**config.mk**
```make
export PLATFORM = sky130hd
export DESIGN_NAME = phoc_ram
export DESIGN_NICKNAME = d
export VERILOG_FILES = /design/src/rtl/phoc_ram.sv
export SDC_FILE = /design/constraint.sdc
export NUM_CORES = 1
export LEC_CHECK = 0
export ABC_AREA = 0
export BUFFER_PORTS_ARGS = -buffer_cell sky130_fd_sc_hd__buf_2
export CORE_UTILIZATION = 50
export DETAILED_ROUTE_END_ITERATION = 10
export GPL_TIMING_DRIVEN = 0
export PLACE_DENSITY = 0.67
export SLEW_MARGIN = 20
export SYNTH_ARGS = -nofsm -noshare
export SYNTH_HDL_FRONTEND = slang
export SYNTH_SLANG_ARGS = --single-unit
```
**constraint.sdc**
```tcl
create_clock -name clk -period 1.9 [get_ports clk]
set_input_delay 0.19 -clock clk [delete_from_list [all_inputs] [get_ports clk]]
set_output_delay 0.19 -clock clk [all_outputs]
set_load 0.02 [all_outputs]
```
**src/rtl/phoc_ram.sv**
```systemverilog
// generic single-write, single-read ram with registered read data
module phoc_ram #(
  parameter int WIDTH = 8,
  parameter int DEPTH = 16
) (
  input  logic                     clk,
  input  logic                     we,
  input  logic [$clog2(DEPTH)-1:0] waddr,
  input  logic [WIDTH-1:0]         wdata,
  input  logic [$clog2(DEPTH)-1:0] raddr,
  output logic [WIDTH-1:0]         rdata
);

  logic [WIDTH-1:0] mem [DEPTH];

  always_ff @(posedge clk) begin
    if (we) begin
      mem[waddr] <= wdata;
    end
    rdata <= mem[raddr];
  end

endmodule

```
==> results of run 1 <==
## worst paths after layout
kind | startpoint | cells after the start | slack, ps | to
min reg2reg | mem[8][3] | 3 | 690 | rdata[3]
min | wdata[1] | 1 | 80 | mem[14][1]
max reg2reg | mem[5][3] | 3 | 410 | rdata[3]
max | mem[5][3] | 3 | 410 | rdata[3]
## per-layer routing
metal / vias to the layer above / share of wire / routed length [µm]
met3: 9 / 0.077 / 737
met4: 0 / 0.011 / 107
met5: - / 0 / 0
met2: 93 / 0.47 / 4430
met1: 1189 / 0.45 / 4240
li1: 1062 / - / -
## critical path, stage by stage, from the launching register on
cell      delay [ps]
edfxtp_1         380
mux4_1           600
a22oi_1          290
nand2_1           90
## cell usage in the layout (no fill, tap or decap)
| cell type | synthesis | routed |
|---|---|---|
| nand3b_1 | 2 | 2 |
| clkbuf_1 | 0 | 2 |
| clkinv_2 | 0 | 3 |
| a22oi_1 | 16 | 16 |
| buf_2 | 3 | 27 |
| nor2_1 | 13 | 13 |
| mux4_2 | 18 | 18 |
| and2_1 | 1 | 1 |
| nand3_1 | 1 | 1 |
| bufinv_16 | 0 | 4 |
| clkinv_4 | 0 | 3 |
| or3b_2 | 1 | 1 |
| and2b_1 | 1 | 1 |
| mux4_1 | 14 | 14 |
| clkinvlp_4 | 0 | 2 |
| clkbuf_8 | 0 | 2 |
| clkdlybuf4s25_2 | 3 | 3 |
| buf_6 | 3 | 3 |
| edfxtp_1 | 128 | 128 |
| nor3_2 | 0 | 4 |
| clkbuf_16 | 0 | 16 |
| nand2b_1 | 2 | 2 |
| buf_4 | 1 | 1 |
| dfxtp_1 | 8 | 8 |
| nand2_1 | 9 | 9 |
| nor2b_1 | 1 | 1 |
## sequential cells by signal, summed over array words and instances (netlist names)
register,cells
mem,128
rdata,8
## metrics by stage
step	total power (µW)	hold WS, ps	setup TNS (ps)	util	cell area (µm²)
after detailed placement	3770	603	0	0.553	5450
after global routing	7270	65.8	0	0.615	6070
after global placement	3760	590	-3780	0.551	5430
final	7050	77.8	0	0.615	6070
after CTS	7080	65.1	0	0.615	6070
after floorplan	3630	289	0	-	5150
## where the power goes
group / switching (µW) / internal, µW / total [µW] / leakage (µW)
sequential: 14.9 / 3350 / 3370 / 0.00122
combinational: 209 / 134 / 343 / 0.000520
clock: 1170 / 2160 / 3340 / 0.000295
total: 1400 / 5650 / 7050 / 0.00204
## cells by family (layout without fill, tap and decap cells)
| logic type | after synthesis | after routing | share of synthesized area |
|---|---|---|---|
| AO/OA/AOI/OAI | 16 | 16 | 0.0233 |
| AND/OR/NAND/NOR | 35 | 35 | 0.0318 |
| multiplexers | 32 | 32 | 0.150 |
| flip-flops | 136 | 136 | 0.778 |
| buffers and inverters | 10 | 66 | 0.0168 |
## cell type report
cell class | instances | area share
plain buffers | 10 | 0.0142
clock buffers | 20 | 0.0718
repair buffers | 24 | 0.0198
flip-flops and latches | 136 | 0.660
multi-input cells | 83 | 0.178
clock inverters | 12 | 0.0291
well taps | 133 | 0.0274
==> impl_metrics.ini, run 1 <==
[worst_setup_path]
end_kind = flop
critPathKind = flop to flop
worst-path-max-fanout = 1
crit_arrival_ps = 1880
cp.required_ps = 2290
startpoint_type = flop

[cells_and_area]
antenna-diode-count = 0
multi_input_area_um2 = 1080
final_cells = 418
area_growth_pct = 17.8
n_fill_cell = 677
drive_gt1_frac = 0.305
fin_nets = 290
regArea_um2 = 4000

[grt]
antenna_found_initial = 0
grt_overflow = 0
grt_use_total = 0.203
grt_busiest_layer = met1
met1_usage = 0.295
grt_pass1_vias = 2299
grt_use_met2 = 0.290
grt_max_degree = 17
grt_pass1_wl_mm = 14.1
grt_use_met3 = 0.0719

[routing]
wl_per_cell_um = 22.8
dr.pass1.iters = 4
ant_nets = 0
via_per_inst = 5.63
route.detailed.drc = 0
first_iter_violations = 180
drt-total-wl_mm = 9.52
vias = 2353

[job]
drv_cap = 0

[cts]
cts-root-buf = clkbuf_8
cts_resized = 0
ctsHoldBuffers = 0
numCtsBuffers = 17
cts_setup_buffers = 0
clkTransAtPathRegs_ps = 60
worstSkewPairLatency_ps = 510
htreeDepth = 4
cts_buffer_depth = 2
cts_tree = yes
cts_num_sinks = 136

[synthesis]
syn_avg_cell_area_um2 = 22.5
netlist_instances = 229
yosysTopAreaCell = edfxtp_1
netlist_top_cells_area = edfxtp_1 (75%), mux4_2 (7.9%), mux4_1 (7.1%), dfxtp_1 (3.1%), a22oi_1 (2.3%)
ys.flop_type = edfxtp_1
synth_seq_area_share = 0.778
synth.most_common_cell = edfxtp_1
synth_common_cells = edfxtp_1 (128), mux4_2 (18), a22oi_1 (16)
ys_async_sr_fraction = 0
ys_ff_latch = 136
syn-num-nets = 247
synthDominantCellAreaShare = 0.747
netlist-cell-type-count = 19
synth-edff-count = 128
yosysWarnings = 0
synth_area_um2 = 5150

[sta]
setup_ws_ps = 409
fmax_ghz = 0.671
period_share = 0.785
skew_ps = 13.7
rsz0062_at_grt = false
finalCriticalPeriod_ps = 1490
slew_headroom = 0.411
hold_viol_final = 0
slew_violations = 0
finalSetupViolCount = 0
tightest_slew_ps = 880

[pwr]
irDropWorstVdd_mv = 0.483
p_leak_uw = 0.00204
power_density_nw_per_um2 = 1160

[place]
portBuffers = 24
dp.final_hpwl_mm = 5.86
placed_cells = 386
place_ws_ps = 6.85
gp_congestion = 0.707

[outcome]
outcome = completed

[floorplanning]
core_area_um2 = 9860
die_area_um2 = 10700
initial_core_util = 0.522
die_h_um = 103
pin_count = 26
chipWidth_um = 103
rows = 36

[hold_path]
hp-class = primary input to flop
(Power assumes the default switching activity.)
==> run 2: changes to the inputs <==
--- a/config.mk
+++ b/config.mk
@@ -10,7 +10,7 @@
 export CORE_UTILIZATION = 50
 export DETAILED_ROUTE_END_ITERATION = 10
 export GPL_TIMING_DRIVEN = 0
-export PLACE_DENSITY = 0.67
+export PLACE_DENSITY = 0.7
 export SLEW_MARGIN = 20
 export SYNTH_ARGS = -nofsm -noshare
 export SYNTH_HDL_FRONTEND = slang
==> constraint.sdc (replaced) <==
create_clock -name clk -period 1.2 [get_ports clk]
set_input_delay 0.12 -clock clk [delete_from_list [all_inputs] [get_ports clk]]
set_output_delay 0.12 -clock clk [all_outputs]
set_load 0.02 [all_outputs]
==> impl_metrics.ini, run 2 (synthesis results as in run 1) <==
[routing]
via_per_inst = 5.67
ant_nets = 0
wl_per_cell_um = 22.6
drt-total-wl_mm = 9.47
route.detailed.drc = 0
vias = 2380
dr.pass1.iters = 4
first_iter_violations = 186

[place]
place_ws_ps = -373
placed_cell_area_um2 = 5470
portBuffers = 24
gp_congestion = 0.731
dp.final_hpwl_mm = 5.86

[floorplanning]
pin_count = 26
initial_core_util = 0.522
die_area_um2 = 10700
rows = 36
die_h_um = 103
chipWidth_um = 103
core_area_um2 = 9860

[sta]
hold_viol_final = 0
finalSetupViolCount = 8
setup_ws_ps = -112
tns_ps = -490
slew_headroom = 0.484
skew_ps = 4.23
finalCriticalPeriod_ps = 1310
fmax_ghz = 0.762
slew_violations = 0
tightest_slew_ps = 770
period_share = 1.09
rsz0062_at_grt = true

[worst_setup_path]
worst-path-max-fanout = 1
crit_buf_inv = 0
crit_path_top_delay_cell = mux4_2
end_kind = flop
path_cells = mux4_2 -> a22oi_2 -> nand2_1
startpoint_type = flop
cpLargestDelayFamily = multiplexers
cp.required_ps = 1590
slowest_delay_ps = 530
crit_arrival_ps = 1700
critPathKind = flop to flop

[cells_and_area]
drive_gt1_frac = 0.390
largest_reg_flops = 128
reg_top3 = mem: 128 flops, rdata: 8 flops
area_growth_pct = 18.5
top_register = mem
layout_common_cells = edfxtp_1 (128), mux4_2 (30), buf_2 (27), clkbuf_16 (16), nor2_1 (10)
antenna-diode-count = 0
fin_nets = 292
final_common_cell = edfxtp_1
fin_area_um2 = 6100

[outcome]
outcome = finished with violations
violations = negative setup slack

[cts]
cts_tree = yes
htreeDepth = 4
cts-root-buf = clkbuf_8
clkTransAtPathRegs_ps = 60
cts_num_sinks = 136
numCtsBuffers = 17
worstSkewPairLatency_ps = 510
cts_buffer_depth = 2
cts_setup_buffers = 0

[grt]
grt_pass1_vias = 2400
antenna_found_initial = 0
grt_overflow = 0
grt_max_degree = 17
grt_use_met3 = 0.0591
grt_use_met2 = 0.303
met1_usage = 0.289
grt_use_total = 0.202
grt_pass1_wl_mm = 14.2
grt_busiest_layer = met2

[pwr]
irDropWorstVdd_mv = 1.15
power_density_nw_per_um2 = 1800
p_leak_uw = 0.00200

[hold_path]
hp-class = primary input to flop

[job]
drv_cap = 0
run 2: cell count changes in the layout (fill, tap and decap cells not counted), moves of 3 or more:
cell	before	now
a22oi_1	16	7
a22oi_2	0	9
buf_6	3	0
buf_8	0	4
clkbuf_8	2	5
mux4_1	14	2
mux4_2	18	30
nor2_1	13	10
nor2_2	0	3
run 2: cell type report:
| cell class | count | area, µm² |
|---|---|---|
| Buffer | 10 | 105 |
| Tap cell | 133 | 166 |
| Clock inverter | 11 | 121 |
| Clock buffer | 21 | 469 |
| Fill cell | 681 | 3760 |
| Timing Repair Buffer | 26 | 140 |
| Sequential cell | 136 | 4000 |
| Multi-Input combinational cell | 83 | 1090 |
run 2: timing repair:
item / in CTS / in global routing
gates resized for setup: 15 / 2
pin swaps: 9 / 1
hold endpoints to repair: 20 / 0
hold buffers: 2 / 0
setup endpoints to repair: 8 / 8
run 2: path summary, 6_finish.rpt:
kind         slack, ps   endpoint        from  cells past startpoint
min                  5  mem[5][0]    wdata[0]                      1
min reg2reg        690   rdata[2]  mem[11][2]                      3
max               -110   rdata[4]   mem[7][4]                      3
max reg2reg       -110   rdata[4]   mem[7][4]                      3
run 2: through the flow:
step	hold WS, ps	total power, µW	cells	util
floorplan	219	5760	229	-
global placement	516	5970	386	0.555
detailed placement	523	5990	386	0.555
CTS	1.15	11000	420	0.619
global route	0.184	11200	420	0.618
finish	5.29	11000	420	0.618
run 2: routing by layer:
| layer | share of wire | vias up |
|---|---|---|
| li1 | - | 1054 |
| met1 | 0.44 | 1234 |
| met2 | 0.47 | 77 |
| met3 | 0.070 | 15 |
| met4 | 0.016 | 0 |
| met5 | 0 | - |
run 2: power by group:
part / internal [µW] / switching (µW)
clock network: 3170 / 1870
registers: 5310 / 24.9
logic: 238 / 347
total: 8720 / 2250
